$ cat src/rtl/core/kqt_pkg.sv
// Package: shared types and codes for the keyed quantity table.
`default_nettype none
package kqt_pkg;
    localparam int KQT_CAPACITY = 32;

    typedef enum logic [1:0] {
        OP_INSERT = 2'd0,
        OP_SEARCH = 2'd1,
        OP_UPDATE = 2'd2,
        OP_DUMP   = 2'd3
    } t_op;

    localparam logic [2:0] ST_OK        = 3'd0;
    localparam logic [2:0] ST_EXISTS    = 3'd1;
    localparam logic [2:0] ST_NOT_FOUND = 3'd2;
    localparam logic [2:0] ST_FULL      = 3'd3;
    localparam logic [2:0] ST_EMPTY     = 3'd4;

    typedef struct packed {
        logic signed [31:0] key;
        logic signed [31:0] qty;
    } t_entry;

    // command broadcast to every cell
    typedef struct packed {
        logic   shift_ins;
        logic   rotate;
        logic   wr_qty;
        t_entry data;
    } t_cell_cmd;
endpackage
`default_nettype wire

$ cat src/rtl/core/kqt_cell.sv
// Cell: one table entry, sorted insert shift, dump rotation and quantity write.
`default_nettype none
module kqt_cell
    import kqt_pkg::*;
(
    input  wire logic      i_clk,
    input  wire t_cell_cmd i_cmd,
    input  wire logic      i_valid,
    input  wire logic      i_at_end,
    input  wire logic      i_prev_gt,
    input  wire logic      i_sel,
    input  wire t_entry    i_left,
    input  wire t_entry    i_right,
    output t_entry         o_entry,
    output logic           o_gt,
    output logic           o_hit
);
    t_entry r_entry;
    logic   take;

    assign o_gt    = i_valid && (r_entry.key > i_cmd.data.key);
    assign o_hit   = i_valid && (r_entry.key == i_cmd.data.key);
    assign take    = o_gt || i_at_end;
    assign o_entry = r_entry;

    always_ff @(posedge i_clk) begin
        if (i_cmd.rotate) begin
            r_entry <= i_right;
        end else if (i_cmd.shift_ins && take) begin
            r_entry <= i_prev_gt ? i_left : i_cmd.data;
        end else if (i_cmd.wr_qty && i_sel) begin
            r_entry.qty <= i_cmd.data.qty;
        end
    end
endmodule
`default_nettype wire

$ cat config.mk
export PLATFORM = sky130hd
export DESIGN_NAME = kqt_cell
export DESIGN_NICKNAME = d
export VERILOG_FILES = /design/src/rtl/core/kqt_pkg.sv /design/src/rtl/core/kqt_cell.sv
export SDC_FILE = /design/constraint.sdc
export NUM_CORES = 1
export LEC_CHECK = 0
export ABC_AREA = 1
export BUFFER_PORTS_ARGS = -buffer_cell sky130_fd_sc_hd__clkbuf_2
export CAP_MARGIN = 10
export CORE_MARGIN = 2
export CORE_UTILIZATION = 40
export CTS_CLUSTER_SIZE = 8
export DETAILED_ROUTE_END_ITERATION = 16
export GPL_TIMING_DRIVEN = 0
export PLACE_DENSITY = 0.7
export SYNTH_ARGS = -nofsm -noshare
export SYNTH_HDL_FRONTEND = slang
export SYNTH_SLANG_ARGS = --single-unit
$ cat constraint.sdc
create_clock -name i_clk -period 7.71 [get_ports i_clk]
set_input_delay 0.3855 -clock i_clk [delete_from_list [all_inputs] [get_ports i_clk]]
set_output_delay 0.3855 -clock i_clk [all_outputs]
set_load 0.05 [all_outputs]
# Word level (Yosys, flattened, before mapping)
# Index checks and enable logic that the tools add are counted.
# W data, S select, Z words.
# totals
inputBits,200
reg_bits,64
output_inout_bits,66
# classes
reduce_logical,7
n_eq_ne,1
mux,5
n_lt_le_gt_ge,1
# op_table
cell,count
$mux W64,2
$mux W32,3
$eq A32 B32 Y1,1
$gt A32 B32 Y1,1
$logic_and A1 B1 Y1,4
$reduce_bool A3 Y1,1
$reduce_bool A2 Y1,1
$logic_or A1 B1 Y1,1

# Logic depth before layout (Yosys ltp)
# Gate-level depths: netlist (run 1).
# depth
word_depth,6
mapped_depth,21
mapped_depth_nobuf,20

# Worst setup path after synthesis (run 1)
# No wires, ideal clock.
# synth_path
path_kind,register to register
start,"register r_entry, in the netlist o_entry[63]"
end,"register r_entry, in the netlist o_entry[0] (enable)"
path_slack_ns,4.399
path_stages_with_launch,14
arrival_ns,2.750
period_less_slack_ns,3.311
path_buffers,1
path_cell_list,edfxtp_1 -> ha_1 -> nand2_1 -> nor2_2 -> nand2_1 -> nor3b_2 -> nand2_1 -> nand2_1 -> nand2_1 -> nand3_2 -> nand2_4 -> nand2_4 -> buf_6 -> nand3_1
# synth_via
elab_chain_len,5
# synth_lines
item,line,text
"start, declared",kqt_cell.sv:18,t_entry r_entry;
"start signal, assigned",kqt_cell.sv:28,r_entry <= i_right;
"start signal, assigned",kqt_cell.sv:30,r_entry <= i_prev_gt ? i_left : i_cmd.data;
$gt A32 B32 Y1,kqt_cell.sv:21,assign o_gt = i_valid && (r_entry.key > i_cmd.data.key);
$logic_and A1 B1 Y1,kqt_cell.sv:21,
$logic_or A1 B1 Y1,kqt_cell.sv:23,assign take = o_gt || i_at_end;
$logic_and A1 B1 Y1,kqt_cell.sv:29,end else if (i_cmd.shift_ins && take) begin
$reduce_bool A3 Y1 (no source line),n/a,
# No other way between the ends.
# A chain may end at the register's enable or synchronous reset.

# Worst setup path in the final report (run 1)
# layout_path
start,"register r_entry, in the netlist o_entry[63]"
end,"register r_entry, in the netlist o_entry[19] (enable)"
# Same word-level chain as after synthesis.

==> results of run 1 <==
==> routing by layer <==
metal,vias to the layer above,part of all wire [%]
met5,-,0
met4,0,2.0
met3,25,8.4
met2,212,51
met1,2232,39
li1,2613,-
==> how the worst max path moves through the flow <==
stage	endpoint	slack [ps]	depth (start not counted)
finish	o_entry[19]$_DFFE_PP_	4560	13
global route	o_entry[26]$_DFFE_PP_	4270	13
CTS	o_entry[31]$_DFFE_PP_	4510	13
detailed placement	o_entry[9]$_DFFE_PP_	4440	15
global placement	o_entry[9]$_DFFE_PP_	3800	15
floorplan	o_entry[0]$_DFFE_PP_	4400	13
==> critical path: cells and delay by family (launching register included) <==
kind	cells	cell delay (ps)
and+or+nand+nor	11	1670
DFF	1	430
adders and majority gates	1	360
buffers and inverters	1	150
==> power breakdown <==
group	switching [mW]	internal (mW)	total, mW
Clock	0.145	0.212	0.357
Combinational	0.283	0.131	0.414
Sequential	0.0156	0.432	0.448
==> layout by cell type, fill, tap and decap left out, drive strengths merged <==
master | Yosys | final
nand3 | 70 | 70
a21o | 1 | 1
nand2 | 203 | 203
buf | 14 | 15
edfxtp | 64 | 64
o21a | 31 | 31
ha | 32 | 32
nor3b | 1 | 1
o211ai | 29 | 29
a21oi | 20 | 20
nor2 | 14 | 14
o21ai | 34 | 34
and3 | 1 | 1
clkbuf | 24 | 296
clkinv | 0 | 6
inv | 78 | 78
nand4 | 1 | 1
==> cell type report <==
cell class | count | area (sq um)
buffer | 38 | 181
clock inverter | 6 | 26.3
fill | 1163 | 4950
multi-input combinational | 437 | 2350
sequential | 64 | 1920
clock buffer | 10 | 229
inverter | 78 | 293
timing repair buffer | 263 | 1340
tap | 143 | 179
==> logic make-up after synthesis <==
group / Yosys count / share of synthesized area, %
buffers and inverters: 116 / 10.0
adders and majority gates: 32 / 8.45
DFF: 64 / 40.6
and+or+nand+nor: 290 / 25.6
AOI/OAI and AO/OA: 115 / 15.4
==> stage by stage <==
step	total power [mW]	hold slack (ps)	std cells	cell area (sq um)	util [%]
CTS	1.23	317	1039	6520	56.8
global route	1.28	328	1039	6520	56.8
detailed placement	0.872	660	1023	6260	54.6
floorplan	0.737	571	617	4740	-
finish	1.22	328	1039	6520	56.8
global placement	0.866	660	1022	6230	54.3
==> Yosys cell counts <==
| cell type | number | area share, % |
|---|---|---|
| a21o_1 | 1 | 0.16 |
| a21oi_1 | 20 | 2.1 |
| and3_1 | 1 | 0.13 |
| buf_1 | 4 | 0.32 |
| buf_2 | 4 | 0.42 |
| buf_4 | 3 | 0.48 |
| buf_6 | 3 | 0.71 |
| clkbuf_1 | 24 | 1.9 |
| edfxtp_1 | 64 | 41 |
| ha_1 | 32 | 8.5 |
| inv_1 | 77 | 6.1 |
| inv_2 | 1 | 0.079 |
| nand2_1 | 201 | 16 |
| nand2_4 | 2 | 0.48 |
| nand3_1 | 69 | 7.3 |
| nand3_2 | 1 | 0.21 |
| nand4_1 | 1 | 0.13 |
| nor2_1 | 13 | 1.0 |
| nor2_2 | 1 | 0.13 |
| nor3b_2 | 1 | 0.26 |
| o211ai_1 | 29 | 4.6 |
| o21a_1 | 31 | 4.9 |
| o21ai_0 | 34 | 3.6 |
==> impl_summary.md, run 1 <==
Clock tree
The clock slew at the register clock pins of the worst setup and hold paths is 50 ps. The hold buffer count at cts is 0. TritonCTS built the clock tree. The root buffer cell chosen for the clock tree is clkbuf_16.

In this run the number of H-tree levels came out at 3. The TritonCTS buffer count is 9. After clock tree synthesis, the setup repair step added 0 buffers. The clock passes through at most 2 buffers. For this design, the sink count on the clock tree is 64. The later pin in the worst-skew pair is clocked with a latency of 330 ps. Gates resized during post-CTS repair numbered 0.

GRT
The global routing met2 resource utilization is 43.1%. After global routing the overflow that remains totals 0. In the global route stage, met1 resource usage came out at 26.3%. The initial antenna violation count is 0. The met3 usage is 6.91%.

The total track usage is 23.6%. The first global-routing pass estimated 23.6 mm of wire. After global routing, the most crowded layer is met2.

The via count of the first global-routing pass is 4,905. Entering global routing, the biggest net connects 33 pins.

Setup path
In this run the critical register-to-register path is launched from o_entry[63]$_DFFE_PP_. Among all stages on the critical path, the largest delay is contributed by nand3_2. The maximum single-stage delay on the critical path is 670 ps. The signal on the critical path passes through ha_1 -> nand2_1 -> nor2_2 -> nand2_1 -> nor3b_2 -> nand2_1 -> nand2_1 -> nand2_1 -> nand3_2 -> nand2_4 -> nand2_4 -> buf_6 -> nand3_2.

The category of the most critical setup path is reg2reg. Data on the critical path is required at its endpoint by 7510 ps. The cell that appears most often on the critical path is nand2_1. The reg-to-reg endpoint is o_entry[19]$_DFFE_PP_. The critical path starts at o_entry[63]$_DFFE_PP_. Along the worst path, the maximum fanout reaches 32.

The worst register-to-register path has a depth of 13. The reg2reg setup slack is 4560 ps. The startpoint kind of the worst setup timing path is a flip-flop. The arrival time reported for the critical path endpoint is 2950 ps. The endpoint class of the critical path is a flip-flop.

Timing
The shortest period the worst path allows is 3150 ps. The final total negative setup slack is 0 ps. The fraction of the cycle the final worst path needs is 40.8%. Timing would allow up to 0.318 GHz.

Setup repair after global routing left no endpoint under its margin. For the pin with the worst max-slew slack, the measured transition is 881 ps. The final hold violation count is 0.

On the final layout, the worst clock skew is 4.40 ps. The total setup violations reported at the end of the flow is 0. The worst pin sits at a relative slew slack of 41.2%. After layout, the worst setup slack is 4560 ps. The count of final max-slew check failures is 0.

Power and ir drop
The power per cell area is 187 nW/um^2. The analysis attributes to cell leakage a power of 3.49 nW. IR analysis of the VDD net gives a maximum drop of 0.0854 mV.

Routing
In the routed layout, each cell is associated on average with a via count of 4.89. The initial detailed-routing violation count is 207. The number of vias in the routed layout is 5,082. The number of remaining DRC errors is 0. In this run the remaining antenna-violating nets after routing total 0.

The per-cell routed wire length is 14.8 um. For this block, the routed nets add up to 15.4 mm of wire. The first detailed-routing pass took 5 iterations.

Floorplan
The die covers 12,700 sq um. Once the floorplan was initialized, standard cells occupied 41.3% of the core. After floorplanning, the core was divided into 39 placement rows.

Pin placement for this block handled 266 I/O pins. The die is 113 um tall. The die is 113 um wide. The area of the core region is 11,500 sq um.

Worst hold path
The endpoint of the worst hold-timing path is o_entry[29]$_DFFE_PP_. The type of the tightest min-delay check is in2reg. Along the worst hold path, the cell count comes to 3. The worst hold path begins at i_right[29].

Layout
The post-synthesis to final-layout area growth is 37.5%. The antenna diode instance count is 0. The share of layout cells above drive strength 1 is 32.6%. The number of flip-flops in the largest register is 64. The net count reported at finish is 1,123.

Logic synthesis
Yosys mapped the design onto 23 distinct sky130hd cell types. The total of warnings raised by yosys is 0. The synthesized design contains 64 register bits. The synthesized instance count is 617. The synthesized netlist net count is 849. The sequential element share of the synthesized area is 40.6%. The cell area that synthesis handed to floorplanning was 4740 sq um. In this run the mean area of a mapped cell was 7.68 sq um.

Placement
The final weighted congestion in routability-driven placement is 0.813. The worst slack after detailed placement is 4440 ps. After legalization and detailed placement, the total HPWL measured 12.4 mm. The total of buffers placed on input and output ports is 262.

Outcome
The run finished with clean final reports.

Flow run
Max-cap violations in this run came to 0.
Note: power is estimated with default switching activity, not from simulation.
==> run 2, diff against run 1 <==
==> constraint.sdc (replaced) <==
create_clock -name i_clk -period 2.95 [get_ports i_clk]
set_input_delay 0.1475 -clock i_clk [delete_from_list [all_inputs] [get_ports i_clk]]
set_output_delay 0.1475 -clock i_clk [all_outputs]
set_load 0.05 [all_outputs]
==> run 2 against run 1 <==
  * Sequential share of layout area about the same
  * Register-to-register slack got worse by 4300 ps
  * Sequential power increased to 2.6 times the previous value
  * Count of clock-buffer cells in the layout increased by 1
  * Worst hold slack got worse by 240 ps
  * Worst setup slack got worse by 4300 ps
  * Flip-flop and latch count unchanged
  * Via count increased by 1.1%
  * Maximum frequency increased by 16%
  * Largest cell class unchanged
==> impl_summary.md, run 2 (synthesis results as in run 1) <==
Layout
The net count reported at finish is 1,123 (unchanged). The antenna diode instance count is 0 (unchanged). The final design utilization was 56.8% (about the same). The commonest non-fill, non-tap cell in the layout is clkbuf_2. The number of fillers in the final layout was 1,141 (-1.9%).

The number of standard cells in the final layout excluding fillers was 1,037 (-0.19%). The share of layout cells above drive strength 1 is 32.4% (-0.15 points). Leaving out fill and tap cells, the most frequent cells in the layout are clkbuf_2 (262), nand2_1 (200), inv_1 (77). The post-synthesis to final-layout area growth is 37.4% (about the same).

The number of flip-flops in the largest register is 64 (unchanged).

Outcome
The flow ran to the end, and the final reports show no timing, DRC or antenna violations.

Setup path
The maximum fanout along the worst path is 32 (unchanged). The reg2reg setup slack came to 230 ps (-4330 ps). The maximum single-stage delay on the critical path is 410 ps (-260 ps).

The data required time at the worst endpoint is 2930 ps (-4580 ps). STA classifies the critical path endpoint as a flip-flop. The critical path goes through ha_1 -> nand2_1 -> nor2_1 -> nand2_1 -> nor3b_2 -> nand2_1 -> nand3_1 -> nand3_2 -> nand2_4 -> nand2_4 -> buf_6 -> nand2_4. The critical path is of the reg2reg type. The standard cell with the maximum stage delay on the critical path is edfxtp_1. The arrival time reported for the critical path endpoint is 2690 ps (-260 ps). The number of buffer and inverter instances along the worst setup path is 1 (unchanged). The cell class contributing the biggest share of worst-path delay is simple AND/OR/NAND/NOR gates. The worst setup path is launched from a flip-flop.

Routing
The total detailed-routing wirelength was 15.3 mm (-0.17%). The number of vias in the routed layout is 5,139 (+1.1%). The number of remaining DRC errors is 0 (unchanged). The initial detailed-routing violation count was 308 (+49%).

The per-cell routed wire length is 14.8 um (about the same). The remaining number of nets flagged by the antenna check after routing is 0 (unchanged). The average vias per placed instance came to 4.96 (+1.3%).

The number of search-and-repair iterations in the first detailed-routing pass is 5 (unchanged).

Placement
The cell count after placement came to 1,022 (-0.098%). The sum of net half-perimeters after detailed placement is 12.2 mm (-1.4%). The total of buffers placed on input and output ports is 262 (unchanged). The final weighted congestion in routability-driven placement is 0.849 (+4.4%).

GRT
The via count of the first global-routing pass came to 4,809 (-2.0%). The total track usage is 23.4% (-0.23 points). The first-pass GRT wire length is 23.4 mm (-0.93%). The maximum number of pins on one net before global-route repair was 33 (unchanged). The total congestion overflow was 0 (unchanged). The initial antenna violation count is 0 (unchanged).

Power and ir drop
The static power due to leakage is 3.48 nW (-0.42%). The power after layout came to 3.17 mW (+160%). The power per cell area is 487 nW/um^2 (+160%).

The worst voltage drop across the vdd grid is 0.241 mV (+180%).

Floorplan
The area of the core region is 11,500 sq um (unchanged). The height of the die is 113 um (unchanged). The chip width is 113 um (unchanged). The initial standard-cell utilization of the core is 41.3% (unchanged). The die footprint came to 12,700 sq um (unchanged). The total I/O pin count is 266 (unchanged). The count of standard-cell rows is 39 (unchanged).

Clock tree
CTS placed an instance of clkbuf_16 at the clock tree root. The clock slew at the register clock pins of the worst setup and hold paths is 50 ps (about the same). The clock latency reported for the late side of the worst-skew pair is 330 ps (about the same). The deepest clock path buffer count is 2 (unchanged). The TritonCTS buffer count is 9 (unchanged). TritonCTS built the clock tree. The number of setup buffers added after CTS is 0 (unchanged). The number of levels in the clock H-tree is 3 (unchanged). The hold buffer count at cts was 0 (unchanged). The number of clock sinks came to 64 (unchanged).

Timing
The total setup violations reported at the end of the flow is 0 (unchanged). The fraction of the cycle the final worst path needs is 92.2% (+51 points). The post-route worst hold slack is 85.2 ps (-243 ps). The count of final max-slew check failures is 0 (unchanged). The worst relative slew slack is 60.5% (+19 points). The worst setup skew after layout is 4.72 ps (+0.321 ps). The transition at the pin with the smallest max-transition slack is 593 ps (-288 ps). The upper clock frequency limit is 0.368 GHz (+16%). The shortest period the worst path allows is 2720 ps (-429 ps). Setup repair after global routing left no endpoint under its margin. The final hold violation count was 0 (unchanged).

Flow run
The number of maximum-capacitance constraint violations is 0 (unchanged).

Worst hold path
The worst hold path belongs to the class in2reg.
run 2: cell types whose count changed in the layout (fill, tap and decap cells not counted), sizes merged:
cell,change
buf,-1
clkbuf,+1
clkinv,-3
nand3,+1
run 2: tightest hold or removal path, delay by kind of cell:
family                 cells  cell delay, ps
AND/OR/NAND/NOR            2              90
buffers and inverters      1              70
run 2: report_power, final:
group	leakage, nW	internal [mW]	switching, mW
combinational	2.71	0.338	0.747
clock	0.118	0.550	0.368
sequential	0.647	1.13	0.0402
total	3.48	2.02	1.16
run 2: final timing paths:
path / start / endpoint / cells past startpoint
setup reg to reg: o_entry[55]$_DFFE_PP_ / o_entry[38]$_DFFE_PP_ / 12
setup / recovery: o_entry[55]$_DFFE_PP_ / o_entry[38]$_DFFE_PP_ / 12
hold / removal: i_right[20] / o_entry[20]$_DFFE_PP_ / 3
hold reg to reg: o_entry[63]$_DFFE_PP_ / o_entry[0]$_DFFE_PP_ / 7
run 2: area by class of cell:
type                       instances  area (sq um)  share of cell area (%)
buffer                            38           181                    2.79
clock buffer                      11           233                    3.58
clock inverter                     3          11.3                   0.173
inverter                          78           293                    4.50
multi-input combinational        438          2380                    36.5
sequential                        64          1920                    29.5
tap                              143           179                    2.75
timing repair buffer             262          1310                    20.1
run 2: through the flow:
stage / cell area [sq um] / setup slack [ps] / TNS (ps)
6_report: 6510 / 231 / 0
5_1_grt: 6510 / 35.9 / 0
4_1_cts: 6490 / 134 / 0
3_5_place_dp: 6230 / -256 / -9350
3_3_place_gp: 6230 / -194 / -6110
2_1_floorplan: 4740 / 47.8 / 0
run 2: repair_timing:
item                                    4_1_cts  5_1_grt
pin swaps                                     0        0
gates cloned                                  0        1
endpoints found under the setup margin       64       32
gates resized for setup                       2        1
run 2: routing by layer:
layer	GRT usage [%]	wire [um]	up-vias
met5	0	0	-
met4	6.42	269	0
met3	5.30	1340	18
met2	42.7	7670	253
met1	27.5	6050	2254
li1	-	-	2614
